--- src/hw/rtl/backslash_escape_decoder_macros.svh ---
// Assertion macros used by the escape decoder back end.
// Needs clk, and for BED_ASSERT also rst_n, in the scope where a macro is used.
`ifndef BACKSLASH_ESCAPE_DECODER_MACROS_SVH
`define BACKSLASH_ESCAPE_DECODER_MACROS_SVH

// Checked only out of reset.
`define BED_ASSERT(lbl, prop, msg) \
  lbl: assert property (@(posedge clk) disable iff (!rst_n) (prop)) else $error(msg);

// Checked at every edge, reset included.
`define BED_ASSERT_ALWAYS(lbl, prop, msg) \
  lbl: assert property (@(posedge clk) (prop)) else $error(msg);

`endif

--- src/hw/rtl/bed_pkg.sv ---
// Shared types, character codes and decode helpers of the escape decoder.
// No dependencies.
`default_nettype none
package bed_pkg;

  localparam int QUEUE_DEPTH_DEF = 2;

  // characters
  localparam logic [7:0] BSL_CHAR = 8'h5C;
  localparam logic [7:0] CH_0     = 8'h30;
  localparam logic [7:0] CH_7     = 8'h37;
  localparam logic [7:0] CH_9     = 8'h39;
  localparam logic [7:0] CH_UA    = 8'h41;
  localparam logic [7:0] CH_UF    = 8'h46;
  localparam logic [7:0] CH_LA    = 8'h61;
  localparam logic [7:0] CH_LB    = 8'h62;
  localparam logic [7:0] CH_LC    = 8'h63;
  localparam logic [7:0] CH_LE    = 8'h65;
  localparam logic [7:0] CH_LF    = 8'h66;
  localparam logic [7:0] CH_LN    = 8'h6E;
  localparam logic [7:0] CH_LR    = 8'h72;
  localparam logic [7:0] CH_LT    = 8'h74;
  localparam logic [7:0] CH_LV    = 8'h76;
  localparam logic [7:0] CH_LX    = 8'h78;

  // control codes produced by letter escapes
  localparam logic [7:0] BEL_CODE = 8'h07;
  localparam logic [7:0] BS_CODE  = 8'h08;
  localparam logic [7:0] HT_CODE  = 8'h09;
  localparam logic [7:0] LF_CODE  = 8'h0A;
  localparam logic [7:0] VT_CODE  = 8'h0B;
  localparam logic [7:0] FF_CODE  = 8'h0C;
  localparam logic [7:0] CR_CODE  = 8'h0D;
  localparam logic [7:0] ESC_CODE = 8'h1B;

  localparam logic [1:0] MAX_RES = 2'd3;

  // Results of one request: n items (1..3) in data[0..n-1].
  typedef struct packed {
    logic [1:0]      n;
    logic            empty;  // lone end marker, no byte
    logic            eos;    // last item closes the string
    logic [2:0][7:0] data;
  } res_t;

  typedef struct packed {
    logic valid;
    res_t res;
  } qbus_t;

  function automatic res_t res_push(res_t r, logic [7:0] b);
    res_t o;
    o = r;
    if (r.n != MAX_RES) begin
      o.data[r.n] = b;
      o.n = r.n + 2'd1;
    end
    return o;
  endfunction

  // {valid, value}
  function automatic logic [4:0] hex_val(logic [7:0] c);
    logic [4:0] v;
    v = '0;
    if (c >= CH_0 && c <= CH_9) v = {1'b1, 4'(c - CH_0)};
    else if (c >= CH_LA && c <= CH_LF) v = {1'b1, 4'(c - CH_LA + 8'd10)};
    else if (c >= CH_UA && c <= CH_UF) v = {1'b1, 4'(c - CH_UA + 8'd10)};
    return v;
  endfunction

  function automatic logic is_octal(logic [7:0] c);
    return (c >= CH_0) && (c <= CH_7);
  endfunction

  // {valid, byte}
  function automatic logic [8:0] letter_escape(logic [7:0] c);
    logic [8:0] v;
    case (c)
      BSL_CHAR: v = {1'b1, BSL_CHAR};
      CH_LA:    v = {1'b1, BEL_CODE};
      CH_LB:    v = {1'b1, BS_CODE};
      CH_LE:    v = {1'b1, ESC_CODE};
      CH_LF:    v = {1'b1, FF_CODE};
      CH_LN:    v = {1'b1, LF_CODE};
      CH_LR:    v = {1'b1, CR_CODE};
      CH_LT:    v = {1'b1, HT_CODE};
      CH_LV:    v = {1'b1, VT_CODE};
      default:  v = '0;
    endcase
    return v;
  endfunction

endpackage
`default_nettype wire

--- src/hw/rtl/bed_front.sv ---
// Front end: escape state machine, decodes one request into a result bundle.
// Depends on bed_pkg.
`default_nettype none
module bed_front (
  input  wire logic          clk,
  input  wire logic          rst_n,
  input  wire logic          cfg_wr_en,
  input  wire logic          cfg_wr_data,
  input  wire logic          in_valid,
  output logic               in_ready,
  input  wire logic [7:0]    in_byte,
  input  wire logic          in_last,
  input  wire logic          q_full,
  output bed_pkg::qbus_t     q_wr
);

  localparam logic [2:0] MODE_IDLE  = 3'd0;
  localparam logic [2:0] MODE_BSL   = 3'd1;
  localparam logic [2:0] MODE_ZERO  = 3'd2;
  localparam logic [2:0] MODE_OCT   = 3'd3;
  localparam logic [2:0] MODE_XSEEN = 3'd4;
  localparam logic [2:0] MODE_HEX   = 3'd5;
  localparam logic [2:0] MODE_STOP  = 3'd6;

  logic [2:0] mode_r, mode_nxt;
  logic [8:0] val_r, val_nxt;
  logic [1:0] cnt_r, cnt_nxt;
  logic       en_r;
  bed_pkg::res_t res;
  logic       take;

  assign in_ready = !q_full;
  assign take     = in_valid && in_ready;

  always_comb begin
    logic [4:0] hv;
    logic [8:0] lv;
    logic       plain_b;
    hv      = bed_pkg::hex_val(in_byte);
    lv      = bed_pkg::letter_escape(in_byte);
    mode_nxt = mode_r;
    val_nxt  = val_r;
    cnt_nxt  = cnt_r;
    res      = '0;
    plain_b  = 1'b0;
    case (mode_r)
      MODE_IDLE: plain_b = 1'b1;
      MODE_BSL: begin
        mode_nxt = MODE_IDLE;
        if (lv[8]) res = bed_pkg::res_push(res, lv[7:0]);
        else if (in_byte == bed_pkg::CH_LC) mode_nxt = MODE_STOP;
        else if (in_byte == bed_pkg::CH_0) mode_nxt = MODE_ZERO;
        else if (in_byte == bed_pkg::CH_LX) mode_nxt = MODE_XSEEN;
        else begin
          res = bed_pkg::res_push(res, bed_pkg::BSL_CHAR);
          res = bed_pkg::res_push(res, in_byte);
        end
      end
      MODE_ZERO: begin
        if (bed_pkg::is_octal(in_byte)) begin
          mode_nxt = MODE_OCT;
          val_nxt  = {6'd0, in_byte[2:0]};
          cnt_nxt  = 2'd1;
        end else begin
          mode_nxt = MODE_IDLE;
          res = bed_pkg::res_push(res, bed_pkg::BSL_CHAR);
          res = bed_pkg::res_push(res, bed_pkg::CH_0);
          plain_b = 1'b1;
        end
      end
      MODE_OCT: begin
        if (bed_pkg::is_octal(in_byte)) begin
          if (cnt_r == 2'd2) begin
            res = bed_pkg::res_push(res, {val_r[4:0], in_byte[2:0]});
            mode_nxt = MODE_IDLE;
            val_nxt  = '0;
            cnt_nxt  = '0;
          end else begin
            val_nxt = {val_r[5:0], in_byte[2:0]};
            cnt_nxt = cnt_r + 2'd1;
          end
        end else begin
          res = bed_pkg::res_push(res, val_r[7:0]);
          mode_nxt = MODE_IDLE;
          val_nxt  = '0;
          cnt_nxt  = '0;
          plain_b  = 1'b1;
        end
      end
      MODE_XSEEN: begin
        if (hv[4]) begin
          mode_nxt = MODE_HEX;
          val_nxt  = {5'd0, hv[3:0]};
          cnt_nxt  = 2'd1;
        end else begin
          mode_nxt = MODE_IDLE;
          res = bed_pkg::res_push(res, bed_pkg::BSL_CHAR);
          res = bed_pkg::res_push(res, bed_pkg::CH_LX);
          plain_b = 1'b1;
        end
      end
      MODE_HEX: begin
        if (hv[4]) res = bed_pkg::res_push(res, {val_r[3:0], hv[3:0]});
        else begin
          res = bed_pkg::res_push(res, val_r[7:0]);
          plain_b = 1'b1;
        end
        mode_nxt = MODE_IDLE;
        val_nxt  = '0;
        cnt_nxt  = '0;
      end
      default: ;  // stopped by \c: drop
    endcase

    // byte handled as ordinary text, may open a new escape
    if (plain_b) begin
      if (in_byte == bed_pkg::BSL_CHAR && en_r) mode_nxt = MODE_BSL;
      else res = bed_pkg::res_push(res, in_byte);
    end

    if (in_last) begin
      case (mode_nxt)
        MODE_BSL: res = bed_pkg::res_push(res, bed_pkg::BSL_CHAR);
        MODE_ZERO: begin
          res = bed_pkg::res_push(res, bed_pkg::BSL_CHAR);
          res = bed_pkg::res_push(res, bed_pkg::CH_0);
        end
        MODE_XSEEN: begin
          res = bed_pkg::res_push(res, bed_pkg::BSL_CHAR);
          res = bed_pkg::res_push(res, bed_pkg::CH_LX);
        end
        MODE_OCT, MODE_HEX: res = bed_pkg::res_push(res, val_nxt[7:0]);
        default: ;
      endcase
      if (res.n == 2'd0) begin
        res.n     = 2'd1;
        res.empty = 1'b1;
      end
      res.eos  = 1'b1;
      mode_nxt = MODE_IDLE;
      val_nxt  = '0;
      cnt_nxt  = '0;
    end
  end

  assign q_wr.valid = take && (res.n != 2'd0);
  assign q_wr.res   = res;

  always_ff @(posedge clk) begin
    if (!rst_n) begin
      mode_r <= MODE_IDLE;
      val_r  <= '0;
      cnt_r  <= '0;
      en_r   <= 1'b0;
    end else begin
      if (cfg_wr_en) en_r <= cfg_wr_data;
      if (take) begin
        mode_r <= mode_nxt;
        val_r  <= val_nxt;
        cnt_r  <= cnt_nxt;
      end
    end
  end

endmodule
`default_nettype wire

--- src/hw/rtl/bed_queue.sv ---
// Short bundle queue between decoder front and output serialiser.
// Depends on bed_pkg.
`default_nettype none
module bed_queue #(
  parameter int DEPTH = bed_pkg::QUEUE_DEPTH_DEF
) (
  input  wire logic           clk,
  input  wire logic           rst_n,
  input  wire bed_pkg::qbus_t wr,
  output logic                full,
  output bed_pkg::qbus_t      rd,
  input  wire logic           pop
);

  localparam int PW = (DEPTH > 1) ? $clog2(DEPTH) : 1;
  localparam int CW = $clog2(DEPTH + 1);

  bed_pkg::res_t   mem_r [DEPTH];
  logic [PW-1:0]   wp_r, rp_r;
  logic [CW-1:0]   cnt_r;
  logic            do_push, do_pop;

  assign full     = (cnt_r == CW'(DEPTH));
  assign do_push  = wr.valid && !full;
  assign do_pop   = pop && (cnt_r != '0);
  assign rd.valid = (cnt_r != '0);
  assign rd.res   = mem_r[rp_r];

  always_ff @(posedge clk) begin
    if (do_push) mem_r[wp_r] <= wr.res;
  end

  always_ff @(posedge clk) begin
    if (!rst_n) begin
      wp_r  <= '0;
      rp_r  <= '0;
      cnt_r <= '0;
    end else begin
      if (do_push) wp_r <= (wp_r == PW'(DEPTH - 1)) ? '0 : wp_r + 1'b1;
      if (do_pop)  rp_r <= (rp_r == PW'(DEPTH - 1)) ? '0 : rp_r + 1'b1;
      cnt_r <= cnt_r + CW'(do_push) - CW'(do_pop);
    end
  end

endmodule
`default_nettype wire

--- src/hw/rtl/bed_back.sv ---
// Back end: walks the head bundle onto the output port, one result per cycle while out_ready is high.
// Depends on bed_pkg and the assertion macro header.
`default_nettype none
`include "backslash_escape_decoder_macros.svh"
module bed_back (
  input  wire logic           clk,
  input  wire logic           rst_n,
  input  wire bed_pkg::qbus_t rd,
  output logic                pop,
  output logic                out_valid,
  input  wire logic           out_ready,
  output logic [7:0]          out_byte,
  output logic                out_has_byte,
  output logic                out_string_end
);

  logic [1:0] idx_r, idx_nxt;
  logic       last_item;
  logic       fire;

  assign last_item      = (idx_r == rd.res.n - 2'd1);
  assign fire           = out_valid && out_ready;
  assign pop            = fire && last_item;
  assign out_valid      = rd.valid;
  assign out_byte       = rd.res.data[idx_r];
  assign out_has_byte   = !rd.res.empty;
  assign out_string_end = rd.res.eos && last_item;

  always_comb begin
    idx_nxt = idx_r;
    if (fire) idx_nxt = last_item ? 2'd0 : idx_r + 2'd1;
  end

  always_ff @(posedge clk) begin
    if (!rst_n) idx_r <= '0;
    else        idx_r <= idx_nxt;
  end

  `BED_ASSERT(a_idx_in_bundle, rd.valid |-> (idx_r < rd.res.n), "item index past bundle end")
  `BED_ASSERT(a_marker_alone, (rd.valid && rd.res.empty) |-> (rd.res.eos && rd.res.n == 2'd1), "end marker not alone")
  `BED_ASSERT_ALWAYS(a_idx_idle, !rd.valid |-> (idx_r == 2'd0), "index held with empty queue")

endmodule
`default_nettype wire

--- src/hw/rtl/backslash_escape_decoder.sv ---
// Accepted bundles are registered in the queue; its head feeds the output port.
// Throughput: one request per cycle while each gives one result and out_ready
// stays high. A request with more results holds the output longer; with the
// two-entry queue the input then stalls even when out_ready stays high.
// Reset (rst_n low, synchronous): escape decoding off, decoder idle, queue empty.
// Requests that give no result (an opening backslash) never occupy the queue.
`default_nettype none
module backslash_escape_decoder #(
  parameter int QUEUE_DEPTH = bed_pkg::QUEUE_DEPTH_DEF
) (
  input  wire logic       clk,
  input  wire logic       rst_n,
  // configuration: escape enable
  input  wire logic       cfg_wr_en,
  input  wire logic       cfg_wr_data,
  // input request channel
  input  wire logic       in_valid,
  output logic            in_ready,
  input  wire logic [7:0] in_byte,
  input  wire logic       in_last,
  // result channel
  output logic            out_valid,
  input  wire logic       out_ready,
  output logic [7:0]      out_byte,
  output logic            out_has_byte,
  output logic            out_string_end
);

  // Front: escape state machine turns each request into a bundle of one to
  // three results (or none) combinationally.
  // Queue: bundles wait here, so input acceptance depends only on queue room,
  // never directly on out_ready.
  // Back: hands the head bundle out one item per cycle while out_ready is high.

  bed_pkg::qbus_t q_wr, q_rd;
  logic           q_full;
  logic           q_pop;

  bed_front u_front (
    .clk         (clk),
    .rst_n       (rst_n),
    .cfg_wr_en   (cfg_wr_en),
    .cfg_wr_data (cfg_wr_data),
    .in_valid    (in_valid),
    .in_ready    (in_ready),
    .in_byte     (in_byte),
    .in_last     (in_last),
    .q_full      (q_full),
    .q_wr        (q_wr)
  );

  bed_queue #(
    .DEPTH (QUEUE_DEPTH)
  ) u_queue (
    .clk   (clk),
    .rst_n (rst_n),
    .wr    (q_wr),
    .full  (q_full),
    .rd    (q_rd),
    .pop   (q_pop)
  );

  bed_back u_back (
    .clk            (clk),
    .rst_n          (rst_n),
    .rd             (q_rd),
    .pop            (q_pop),
    .out_valid      (out_valid),
    .out_ready      (out_ready),
    .out_byte       (out_byte),
    .out_has_byte   (out_has_byte),
    .out_string_end (out_string_end)
  );

endmodule
`default_nettype wire

--- config.mk ---
export PLATFORM = sky130hd
export DESIGN_NAME = backslash_escape_decoder
export DESIGN_NICKNAME = d
export VERILOG_FILES = /design/src/hw/rtl/bed_pkg.sv /design/src/hw/rtl/bed_front.sv /design/src/hw/rtl/bed_queue.sv /design/src/hw/rtl/bed_back.sv /design/src/hw/rtl/backslash_escape_decoder.sv
export VERILOG_INCLUDE_DIRS = /design/src /design/src/hw/rtl
export SDC_FILE = /design/constraint.sdc
export NUM_CORES = 1
export LEC_CHECK = 0
export ABC_AREA = 1
export BUFFER_PORTS_ARGS = -buffer_cell sky130_fd_sc_hd__buf_2
export CAP_MARGIN = 20
export CORE_MARGIN = 2
export CORE_UTILIZATION = 45
export CTS_CLUSTER_DIAMETER = 50
export DETAILED_ROUTE_END_ITERATION = 10
export GPL_TIMING_DRIVEN = 1
export PLACE_DENSITY = 0.63
export SETUP_SLACK_MARGIN = 0.3
export SYNTH_ARGS = -nofsm -noshare
export SYNTH_HDL_FRONTEND = slang
export SYNTH_SLANG_ARGS = --single-unit
--- constraint.sdc ---
create_clock -name clk -period 9.71 [get_ports clk]
set_input_delay 1.4565 -clock clk [delete_from_list [all_inputs] [get_ports clk]]
set_output_delay 1.4565 -clock clk [all_outputs]
set_load 0.005 [all_outputs]
# Word-level counts from Yosys, hierarchy flattened
# Memory sizes are Yosys's and may differ from the RTL's. A register that Yosys moved wholly into a read port is not among the register bits.
# Cells that the tools add are included.
[word_totals]
regBits = 20
mem_count = 1
ram_bits = 56
inputBits = 15
wordCells = 243
out_inout_bits = 12
[memory_table]
columns = ["memory", "depth", "width", "read_ports", "rd_ports_with_merged_regs", "write_ports", "line_no", "rtl"]
rows = [
  ["u_queue.mem_r", 2, 28, 1, 1, 1, "bed_queue.sv:18", "bed_pkg::res_t mem_r [DEPTH];"],
]
[op_classes]
eq_ne = 34
bitwise_logic = 15
muxes = 114
n_lt_le_gt_ge = 22
reduce_logical = 30
n_addsub = 19
[op_table]
columns = ["op", "count"]
rows = [
  ["24-bit 2-to-1 mux", 12],
  ["28-bit 2-to-1 mux", 10],
  ["8-bit 2-to-1 mux", 23],
  ["28-bit case mux with 5 select lines", 1],
  ["8-bit demux with 2-bit select", 7],
  ["28-bit case mux with 4 select lines", 1],
  ["8-bit by 7-bit equality test with 1-bit output (second input constant)", 11],
  ["9-bit case mux with 9 select lines", 1],
  ["24-bit bitwise mux", 3],
  ["2-bit 2-to-1 mux", 27],
  ["27-bit 2-to-1 mux", 2],
  ["12-bit NOT", 3],
  ["18-bit NOT", 2],
  ["3-bit 2-to-1 mux", 11],
  ["8-bit case mux with 4 select lines", 1],
  ["12-bit bitwise AND", 2],
  ["2-bit by 3-bit < comparator with 1-bit output (second input constant)", 8],
  ["12-bit OR", 2],
  ["1-bit logical AND", 19],
  ["2-bit by 1-bit adder with 2-bit output (second input constant)", 9],
  ["18-bit bitwise AND", 1],
  ["6-bit by 18-bit bitwise AND with 18-bit output", 1],
  ["8-bit binary-select mux with 2-bit select", 1],
  ["8-bit by 7-bit >= comparator with 1-bit output (second input constant)", 2],
  ["34 further kinds", 74],
]

# Longest topological paths before layout
# Gate-level depths: netlist of run 1.
[depth]
word_depth = 46
mapped_depth = 21
ltp_nobuf = 21

# Modules after synthesis
# Synthesis of run 1 repeated with hierarchy kept, for this count alone.
[hier_totals]
cells_unflattened = 648
area_unflattened_um2 = 5306.3
[modules_own_cells]
columns = ["mod", "area_per_inst_um2", "n_inst", "cells_per_inst", "seq_area_each_um2"]
rows = [
  ["bed_front", 2561.2, 1, 457, 280.3],
  ["bed_queue", 2371.0, 1, 125, 1781.7],
  ["bed_back", 374.1, 1, 66, 40.0],
]

# Worst setup path before layout of run 1
# No wires, ideal clock.
[synth_timing]
kind = "input -> register"
start = "in in_byte[1]"
end = "mem u_queue.mem_r[1][0] (netlist name) (enable)"
arrival_ns = 4.040
slack_ns = 5.256
setup_time_ns = 0.415
required_ns = 9.295
cell_stages = 14
path_cell_list = "inv_1 ha_1 nand2_1 nor2_1 nor2_2 nand2_2 nand2_1 nand2_1 nand2_2 nand2_1 inv_1 nand2_1 nand2_2 nor2_1"
[synth_via]
elab_chain_len = 27
[synth_lines]
columns = ["item", "line_no", "rtl"]
rows = [
  ["start, declared", "backslash_escape_decoder.sv:19", "input wire logic [7:0] in_byte,"],
  ["8-bit by 7-bit >= comparator with 1-bit output or 8-bit by 7-bit less-or-equal comparator with 1-bit output (tied branches)", "bed_pkg.sv:67", "else if (c >= CH_UA && c <= CH_UF) v = {1'b1, 4'(c - CH_UA + 8'd10)};"],
  ["1-bit logical AND", "bed_pkg.sv:67", ""],
  ["5-bit 2-to-1 mux", "bed_pkg.sv:67", ""],
  ["5-bit 2-to-1 mux", "bed_pkg.sv:66", "else if (c >= CH_LA && c <= CH_LF) v = {1'b1, 4'(c - CH_LA + 8'd10)};"],
  ["5-bit 2-to-1 mux", "bed_pkg.sv:65", "if (c >= CH_0 && c <= CH_9) v = {1'b1, 4'(c - CH_0)};"],
  ["28-bit 2-to-1 mux", "bed_front.sv:91", "if (hv[4]) begin"],
  ["28-bit case mux with 5 select lines", "bed_front.sv:46", "case (mode_r)"],
  ["2-bit by 1-bit adder with 2-bit output or 2-bit inequality test (tied branches)", "bed_pkg.sv:56, bed_pkg.sv:54", ""],
  ["[11 not listed]", "--", ""],
  ["2-bit zero test", "bed_front.sv:135", "if (res.n == 2'd0) begin"],
  ["3-bit 2-to-1 mux", "bed_front.sv:135", ""],
  ["28-bit 2-to-1 mux (*)", "bed_front.sv:121", "if (in_last) begin"],
  ["2-bit nonzero test (*)", "bed_front.sv:146", "assign q_wr.valid = take && (res.n != 2'd0);"],
  ["1-bit logical AND (*)", "bed_front.sv:146", ""],
  ["1-bit logical AND (*)", "bed_queue.sv:24", "assign do_push = wr.valid && !full;"],
  ["1-bit 2-to-1 mux (*)", "bed_queue.sv:30", "if (do_push) mem_r[wp_r] <= wr.res;"],
  ["1-bit 2-to-1 mux (implied by the code) (*)", "bed_queue.sv:30", ""],
  ["end, declared", "bed_queue.sv:18", ""],
]
# Mark *: on every way between the ends. The rest lies on a longest branch, timed or not. The select of a mux whose other input is x is not followed.

==> impl_results.md, run 1 <==
- Setup repair after global routing missed its margin: false
- Slowest cell on the critical path: dfxtp_1
- Sequential fraction of design power: 47.3%
- Clk sinks: 77
- Routed Antenna Nets: 0
- Syn Nets: 652
- Synth Area per Inst: 7.543 sq um
- Seq/Total Area, Yosys: 44.23%
- Cell Area, Synth: 0.004752 sq mm
- Min Tclk post-route: 4660 ps
- Max_slew headroom: 37.14%
- Via density per instance: 5.433
- CTS buffer count: 9
- Die area: 0.01140 sq mm
- Worst setup EP type: primary output
- WS Path Type: reg2out
- Pin count of the biggest net entering global routing: 30
- Resized cells post-CTS: 0
- Sw Ratio: 29.48%
- Seq cells post-synth: 77
- Synthesized instance count: 630
- Pre-CTS setup slack: 5284 ps
- Number of library cell types mapped by synthesis: 41
- Die extent in y: 106.8 um
- Worst-path cell chain: clkinv_1 > nand2_1 > nand2_1 > xor2_1 > nor2_1 > a21oi_1 > inv_1 > a21oi_1 > buf_2
- Status: complete, no violations
- Vias in the first global route: 4,139
- Wire per inst: 15.79 um
- Switch Pwr: 0.0002620 W
- Clock Tree Buf Depth: 2
- Met1 wire length: 5440 um
- Routed wire length: 12,550 um
- CTS tree: done
- Total power draw: 0.0008886 W
- Number of setup violations in the final report: 0
- Ports: 27
- Core Footprint: 0.01028 sq mm
- EDFF count, synth: 56
- Global route overflow: 0
- Hold Crit Class: reg2reg
- Fin. Hold Viols: 0
- Synth warnings: 0
- Worst setup SP type: flop
- Asr flop ratio synth: 0%
- Commonest non-fill, non-tap cells in the layout: 140 x nand2_1, 107 x nor2_1, 70 x inv_1
- Worst-Skew Late Latency: 360 ps
- Global Route Usage Sum: 23.21%
- Max Fclk: 214.6 MHz
- Max-slew violation count: 0
- Worst path max stage delay: 940 ps
- Prevailing post-synth register cell: edfxtp_1
- DRC viols: 0
- Critical Path RT: 8250 ps
- Setup Skew: 11.55 ps
- Initial core utilization: 46.24%
- Slew @ Worst Pin: 941.6 ps
- PwrDens: 169.5 mW/mm^2
- Area delta synth->final: 10.29%
- Most common cell after layout, fill and taps aside: nand2_1
- Cell Rows: 37
- Htree depth: 3
- First-pass GRT wire length: 20,550 um
- IR drop worst, VDD: 0.00007082 V
- Met3 routed WL: 636 um
- Die Wd: 106.8 um
- Post-CTS setup repair buffer count: 0
- Tcrit/Tclk final: 47.99%
- DRT Pass-1 Iters: 5
- Worst Path Arrival: 3200 ps
- Crit path max-delay family: buffers and inverters
- Global placer's final weighted congestion: 0.9383
- Layout fillers: 1,013
- Clock power share: 32.6%
- Max FO, Critical Path: 29
- LEAKAGE: 2.221 nW
- Clock slew at reported path FFs: 80 ps
- Internal power: 0.0006266 W
- Max layer used: met4
- Buf/Inv on CP: 3
- Initial DRC Count: 340
- Root Buffer: clkbuf_8
- Setup TNS: 0 ps
- Slack of the critical path: 5050 ps
- IO buf count: 26
- Vias: 4,319
- Routed wl met2: 6082 um
- Cts hold-fix bufs: 0
- Comb pwr share: 20.1%
- Initial antenna violation count: 0
- Hpwl dp: 9486 um
- HP Start: u_front.val_r[7]$_SDFFE_PN0P_
- Number of diodes: 0
- Nets: 676
- Layout cells sized above 1: 12.29%
- Max Cap Viol: 0
-- worst reg2reg max path, cell delays in order, from the launching register on --
cell and delay, ps:
dfxtp_1 940, clkinv_1 910, nand2_1 220, nand2_1 80
xor2_1 170, nor2_1 70, a21oi_1 120, inv_1 90
nor2_1 230, ha_1 280, inv_1 60, ha_1 140
xor2_1 170, o21ai_0 90, a21oi_1 110
-- layer usage --
metal / global-route usage (%) / vias up
met5: 0 / -
met4: 10.85 / 0
li1: - / 2167
met2: 38.40 / 152
met3: 2.857 / 34
met1: 30.33 / 1966
-- area by class of cell --
class	count	area, sq um	area share (%)
multi-input combinational	459	2285	43.59
sequential	77	2102	40.11
inverter	79	296.5	5.658
tap	136	170.2	3.247
clock buffer	12	165.2	3.151
timing repair buffer	28	145.1	2.769
clock inverter	4	77.57	1.480
-- state kept, by name (all words and copies together), names as in the netlist, named ones only --
name	cells
u_back.idx_r	2
u_front.cnt_r	2
u_front.en_r	1
u_front.mode_r	3
u_front.val_r	8
u_queue.cnt_r	2
u_queue.mem_r	56
u_queue.rp_r	1
u_queue.wp_r	1
-- kinds of logic after synthesis --
logic type               synth area share, %
multiplexers                          0.4213
AO/OA/AOI/OAI                          16.61
AND/OR/NAND/NOR                        28.36
adder cells (fa/ha/maj)                1.843
buffers and inverters                  7.794
flip-flops                             44.23
XOR/XNOR                              0.7372
-- synth_stat cells (3+ instances only) --
| cell | n | area [sq um] |
|---|---|---|
| a21oi_2 | 3 | 26.28 |
| nor2_4 | 3 | 33.78 |
| xor2_1 | 4 | 35.03 |
| inv_2 | 7 | 26.28 |
| nand3_2 | 4 | 40.04 |
| nand2_1 | 140 | 525.5 |
| inv_1 | 70 | 262.8 |
| o21ai_0 | 58 | 290.3 |
| clkbuf_1 | 10 | 37.54 |
| nor2_1 | 109 | 409.1 |
| nand2_2 | 10 | 62.56 |
| o32ai_1 | 8 | 70.07 |
| nand3_1 | 18 | 90.09 |
| edfxtp_1 | 56 | 1682 |
| a21oi_1 | 32 | 160.2 |
| nand4_1 | 7 | 43.79 |
| dfxtp_1 | 21 | 420.4 |
| nor3_1 | 12 | 60.06 |
| ha_1 | 7 | 87.58 |
| o211ai_1 | 5 | 37.54 |
| o2111ai_1 | 7 | 61.31 |
| o22ai_1 | 8 | 50.05 |
-- power by group through the flow --
stage / logic, W / clock network, W / registers (W)
detailed placement: 0.000181 / 0 / 0.000428
floorplan: 0.000128 / 0 / 0.000413
global placement: 0.000179 / 0 / 0.000427
CTS: 0.000182 / 0.000293 / 0.000421
finish: 0.000178 / 0.000290 / 0.000421
global route: 0.000203 / 0.000305 / 0.000425
-- final timing paths --
| path | slack, ps | to | depth (start not counted) |
|---|---|---|---|
| worst max-delay path | 5050 | out_string_end | 9 |
| worst min-delay path | 470 | u_front.val_r[7]$_SDFFE_PN0P_ | 2 |
| worst max register to register | 5960 | u_queue.cnt_r[1]$_SDFF_PN0_ | 14 |
| worst min register to register | 470 | u_front.val_r[7]$_SDFFE_PN0P_ | 2 |
-- per-stage QoR --
step | instance area (sq um) | hold WS, ps | util [%] | std cells
5_1_grt | 5241 | 512.9 | 51.00 | 795
3_3_place_gp | 4999 | 455.1 | 48.64 | 779
4_1_cts | 5241 | 469.2 | 51.00 | 795
2_1_floorplan | 4752 | 435.7 | - | 630
3_5_place_dp | 4999 | 456.4 | 48.64 | 779
6_report | 5241 | 465.0 | 51.00 | 795
Note: power is estimated with default switching activity, not from simulation.
==> run 2: changes to the inputs <==
--- a/config.mk
+++ b/config.mk
@@ -14,7 +14,7 @@
 export CTS_CLUSTER_DIAMETER = 50
 export DETAILED_ROUTE_END_ITERATION = 10
 export GPL_TIMING_DRIVEN = 1
-export PLACE_DENSITY = 0.63
+export PLACE_DENSITY = 0.65
 export SETUP_SLACK_MARGIN = 0.3
 export SYNTH_ARGS = -nofsm -noshare
 export SYNTH_HDL_FRONTEND = slang
==> constraint.sdc (replaced) <==
create_clock -name clk -period 4.1 [get_ports clk]
set_input_delay 0.615 -clock clk [delete_from_list [all_inputs] [get_ports clk]]
set_output_delay 0.615 -clock clk [all_outputs]
set_load 0.005 [all_outputs]
==> impl_results.md, run 2 (synthesized netlist as in run 1, its figures left out) <==
- LEAKAGE: 2.182 nW
- Most common cell after layout, fill and taps aside: nand2_1
- Global route overflow: 0
- First-pass GRT wire length: 19,840 um
- Number of diodes: 0
- Htree depth: 3
- Cell Rows: 37
- Die extent in y: 106.8 um
- Top reg by flops: u_queue.mem_r
- Area of the multi-input gates: 0.002285 sq mm
- Routed wire length: 12,430 um
- CTS tree: done
- Pre-CTS setup slack: 646.8 ps
- Setup repair after global routing missed its margin: false
- Post-DP Area: 0.005014 sq mm
- Global Route Usage Sum: 22.56%
- Initial core utilization: 46.24%
- Via density per instance: 5.492
- Clk sinks: 77
- Number of setup violations in the final report: 0
- Wire per inst: 15.59 um
- Placed insts: 781
- Max FO, Critical Path: 14
- Cts hold-fix bufs: 0
- Setup TNS: 0 ps
- Worst Setup EP: u_queue.cnt_r[1]$_SDFF_PN0_
- CP startpoint: in_byte[0]
- RR Endpoint: u_queue.cnt_r[1]$_SDFF_PN0_
- Max_slew headroom: 52.92%
- CTS buffer count: 9
- IR drop worst, VDD: 0.0001791 V
- Fin. Hold Viols: 0
- Post-Layout Inst Area: 0.005189 sq mm
- Ports: 27
- WS Path Type: in2reg
- Crit Reg-Reg Startpoint: u_front.mode_r[0]$_SDFFE_PN0P_
- Hpwl dp: 9487 um
- Sequential Area: 0.002102 sq mm
- Resized cells post-CTS: 0
- Initial DRC Count: 321
- R2r setup slk: 1340 ps
- Max Fclk: 325.0 MHz
- Worst-Skew Late Latency: 360 ps
- Setup Skew: 13.63 ps
- Slew @ Worst Pin: 703.5 ps
- Tcrit/Tclk final: 75.04%
- Worst setup SP type: primary input
- Max Cap Viol: 0
- Worst Path Arrival: 3330 ps
- Initial antenna violation count: 0
- Routed Antenna Nets: 0
- Root Buffer: clkbuf_8
- Commonest non-fill, non-tap cells in the layout: 140 x nand2_1, 107 x nor2_1, 70 x inv_1
- Die Wd: 106.8 um
- DRC viols: 0
- Top Registers: u_queue.mem_r x56, u_front.val_r x8, u_front.mode_r x3
- PwrDens: 375.9 mW/mm^2
- Pin count of the biggest net entering global routing: 29
- Layout fillers: 1,030
- Status: complete, no violations
- Hold Crit Class: in2reg
- Clock slew at reported path FFs: 90 ps
- Vias in the first global route: 3,925
- Min Tclk post-route: 3077 ps
- Clock Tree Buf Depth: 2
- Vias: 4,377
- Core Footprint: 0.01028 sq mm
- Die area: 0.01140 sq mm
- Reg2reg path depth: 17
- Post-CTS setup repair buffer count: 0
- DRT Pass-1 Iters: 5
- Max-slew violation count: 0
- IO buf count: 26
- Nets: 678
- Slack of the critical path: 1023 ps
- Worst setup EP type: flop
- Critical Path RT: 4350 ps
- Post-Layout Cell Count: 797
- Area delta synth->final: 9.189%
- Max reg flops: 56
- Global placer's final weighted congestion: 0.9710
- Layout cells sized above 1: 12.41%
## run 2: area by class of cell
| cell class | instances | share of cell area, % |
|---|---|---|
| Sequential cell | 77 | 40.51 |
| Tap cell | 136 | 3.279 |
| Multi-Input combinational cell | 459 | 44.03 |
| Timing Repair Buffer | 30 | 3.087 |
| Clock inverter | 6 | 0.9163 |
| Inverter | 79 | 5.715 |
| Clock buffer | 10 | 2.460 |
## run 2: report_power, final
group | leakage [nW] | total [W] | internal (W) | switching, W
sequential | 0.699 | 0.000985 | 0.000936 | 0.0000493
clock | 0.0755 | 0.000529 | 0.000224 | 0.000305
combinational | 1.41 | 0.000436 | 0.000156 | 0.000280
total | 2.18 | 0.00195 | 0.00132 | 0.000634
## run 2: worst min-delay path by stage
stage                                                to  cells past startpoint                           from
after floorplan             u_queue.cnt_r[1]$_SDFF_PN0_                      1    u_queue.cnt_r[1]$_SDFF_PN0_
after global placement    u_front.val_r[7]$_SDFFE_PN0P_                      2  u_front.val_r[7]$_SDFFE_PN0P_
after detailed placement  u_front.val_r[7]$_SDFFE_PN0P_                      2  u_front.val_r[7]$_SDFFE_PN0P_
after CTS                     u_front.en_r$_SDFFE_PN0P_                      2                      cfg_wr_en
after global routing          u_front.en_r$_SDFFE_PN0P_                      2                      cfg_wr_en
final                         u_front.en_r$_SDFFE_PN0P_                      2                      cfg_wr_en
## run 2: stage by stage
stage	hold slack (ps)	util [%]	total power [W]
after floorplan	435.7	-	0.001282
after global placement	456.6	48.78	0.001439
after detailed placement	457.7	48.78	0.001448
after CTS	421.4	50.49	0.001974
after global routing	433.3	50.49	0.002065
final	429.1	50.49	0.001951
## run 2: critical path, stage by stage
cell     delay (ps)
buf_2           150
inv_2           190
ha_1            310
nand2_1          80
nand3_1         100
nand3_2         120
nand2_2         240
inv_2            80
nand2_2         110
nand2_2         140
nor2_4          190
nand2_1         130
inv_1            80
nand2_1          60
nand2_2          90
inv_1            70
ha_1            200
xor2_1          150
o21ai_0         150
a21oi_1          60
## run 2: metal layers
metal	wire length, um	vias up	track usage (%)	part of all wire, %
li1	-	2176	-	-
met1	5550	2042	29.37	45
met2	6031	138	38.76	49
met3	591	21	3.404	4.8
met4	252	0	6.957	2.0
met5	0	-	0	0
==> run 3: changes to the inputs <==
--- a/config.mk
+++ b/config.mk
@@ -14,7 +14,7 @@
 export CTS_CLUSTER_DIAMETER = 50
 export DETAILED_ROUTE_END_ITERATION = 10
 export GPL_TIMING_DRIVEN = 1
-export PLACE_DENSITY = 0.65
+export PLACE_DENSITY = 0.63
 export SETUP_SLACK_MARGIN = 0.3
 export SYNTH_ARGS = -nofsm -noshare
 export SYNTH_HDL_FRONTEND = slang
==> constraint.sdc (replaced) <==
create_clock -name clk -period 3.08 [get_ports clk]
set_input_delay 0.462 -clock clk [delete_from_list [all_inputs] [get_ports clk]]
set_output_delay 0.462 -clock clk [all_outputs]
set_load 0.005 [all_outputs]
==> impl_results.md, run 3 (synthesized netlist as in run 1, its figures left out) <==
- Clock Tree Buf Depth: 2
- Layout fillers: 1,000
- Worst setup SP type: primary input
- Tcrit/Tclk final: 83.62%
- Setup TNS: 0 ps
- Buf/Inv on CP: 3
- Area of the multi-input gates: 0.002311 sq mm
- Routed wire length: 13,740 um
- CTS buffer count: 9
- Pin count of the biggest net entering global routing: 29
- Wire per inst: 16.64 um
- Hold Crit Class: in2reg
- Worst path max stage delay: 400 ps
- Initial antenna violation count: 0
- Root Buffer: clkbuf_8
- Vias: 4,505
- Max Cap Viol: 0
- Crit path max-delay family: compound AO/OA/AOI/OAI gates
- Clk sinks: 77
- Met1 Use GR: 33.15%
- Number of setup violations in the final report: 0
- Most common cell after layout, fill and taps aside: nand2_1
- Routed Antenna Nets: 0
- Initial core utilization: 46.24%
- Fin. Hold Viols: 0
- Die extent in y: 106.8 um
- Critical Path RT: 3130 ps
- Max Fclk: 388.3 MHz
- Vias in the first global route: 4,227
- PwrDens: 505.5 mW/mm^2
- Global placer's final weighted congestion: 0.9252
- Die Wd: 106.8 um
- Area delta synth->final: 16.43%
- Max reg flops: 56
- Post-CTS setup repair buffer count: 0
- Core Footprint: 0.01028 sq mm
- Slowest cell on the critical path: a21oi_1
- Max-slew violation count: 0
- Htree depth: 3
- Setup repair after global routing missed its margin: false
- IO buf count: 26
- Via density per instance: 5.454
- WS Path Type: in2reg
- Top Registers: u_queue.mem_r x56, u_front.val_r x8, u_front.mode_r x3
- Sequential Area: 0.002105 sq mm
- Initial DRC Count: 328
- Worst Path Arrival: 2620 ps
- Cts hold-fix bufs: 0
- Global Route Usage Sum: 25.14%
- Hpwl dp: 10,690 um
- LEAKAGE: 2.376 nW
- Clock slew at reported path FFs: 80 ps
- Global route overflow: 0
- Number of diodes: 0
- Status: complete, no violations
- Die area: 0.01140 sq mm
- CTS tree: done
- Commonest non-fill, non-tap cells in the layout: 139 x nand2_1, 107 x nor2_1, 69 x inv_1
- Post-Layout Cell Count: 826
- Met2 usage: 41.58%
- Placed insts: 810
- Worst-Skew Late Latency: 350 ps
- DRC viols: 0
- Worst-path cell chain: buf_2 > inv_4 > ha_1 > nand3b_1 > nand3_2 > nand3_1 > a21oi_1 > nor2_1 > inv_1 > nor3_1 > o21ai_0 > o211ai_1
- Max_slew headroom: 54.20%
- Layout cells sized above 1: 17.10%
- Slew @ Worst Pin: 684.5 ps
- Nets: 707
- IR drop worst, VDD: 0.0003109 V
- Worst setup EP type: flop
- Ports: 27
- Min Tclk post-route: 2575 ps
- Gr busiest metal: met2
- Top reg by flops: u_queue.mem_r
- Max FO, Critical Path: 6
- Cell Rows: 37
- First-pass GRT wire length: 21,810 um
- Setup Skew: 17.74 ps
- Met3 usage: 3.951%
- DRT Pass-1 Iters: 5
## run 3: changes by cell type in the layout (fill, tap and decap cells not counted), sizes merged
cell / change
buf: +29
bufinv: +1
inv: -2
clkinvlp: -4
clkinv: +3
clkbuf: +2
## run 3: area by class of cell
| cell class | count | area share (%) |
|---|---|---|
| clock buffers | 12 | 3.211 |
| clock inverters | 4 | 0.9498 |
| inverters | 79 | 5.450 |
| multi-input cells | 459 | 41.77 |
| flip-flops and latches | 77 | 38.04 |
| well taps | 136 | 3.076 |
| repair buffers | 59 | 7.508 |
## run 3: metal layers
layer  share of wire [%]  vias to the layer above  wire (um)
met4                 3.0                        0        415
met3                 4.4                       31        602
met2                  48                      128       6584
li1                    -                     2232          -
met1                  45                     2114       6139
met5                   0                        -          0
## run 3: path summary, 6_finish.rpt
path | from | slack [ps] | endpoint | depth (start not counted)
setup / recovery | in_byte[1] | 500 | u_queue.mem_r[0][14]$_DFFE_PP_ | 12
hold / removal | cfg_wr_en | 300 | u_front.en_r$_SDFFE_PN0P_ | 2
setup reg to reg | u_front.mode_r[0]$_SDFFE_PN0P_ | 550 | u_queue.cnt_r[1]$_SDFF_PN0_ | 17
hold reg to reg | u_front.val_r[7]$_SDFFE_PN0P_ | 490 | u_front.val_r[7]$_SDFFE_PN0P_ | 2
## run 3: metrics by stage
step | setup WS [ps] | power [W] | hold slack (ps) | instance area [sq um] | utilization (%)
floorplan | 387.3 | 0.001712 | 435.7 | 4767 | -
global placement | 62.57 | 0.001969 | 456.5 | 5279 | 51.36
detailed placement | 63.46 | 0.001978 | 464.7 | 5279 | 51.36
CTS | 415.8 | 0.002822 | 286.0 | 5509 | 53.60
global route | 295.1 | 0.002950 | 312.0 | 5533 | 53.83
finish | 504.5 | 0.002797 | 301.3 | 5533 | 53.83
## run 3: where the power goes
part,switching (W),internal (W)
sequential,0.0000652,0.00125
combinational,0.000396,0.000243
clock,0.000371,0.000475
total,0.000833,0.00196
## run 3: timing repair
item / 4_1_cts / 5_1_grt
gates resized for setup: 0 / 10
endpoints found under the hold margin: 0 / 0
setup endpoints to repair: 0 / 49
## run 3: worst register-to-register path, cell delays in order (launching register included)
cell,delay (ps)
dfxtp_1,470
inv_1,150
nor3_2,260
inv_1,90
nand2_1,130
inv_1,60
nand2_1,100
nand2_2,100
nand2_1,90
inv_1,50
nor2_1,120
nand2_1,80
nand2_2,100
inv_1,70
ha_1,200
xor2_1,140
o21ai_0,150
a21oi_1,60
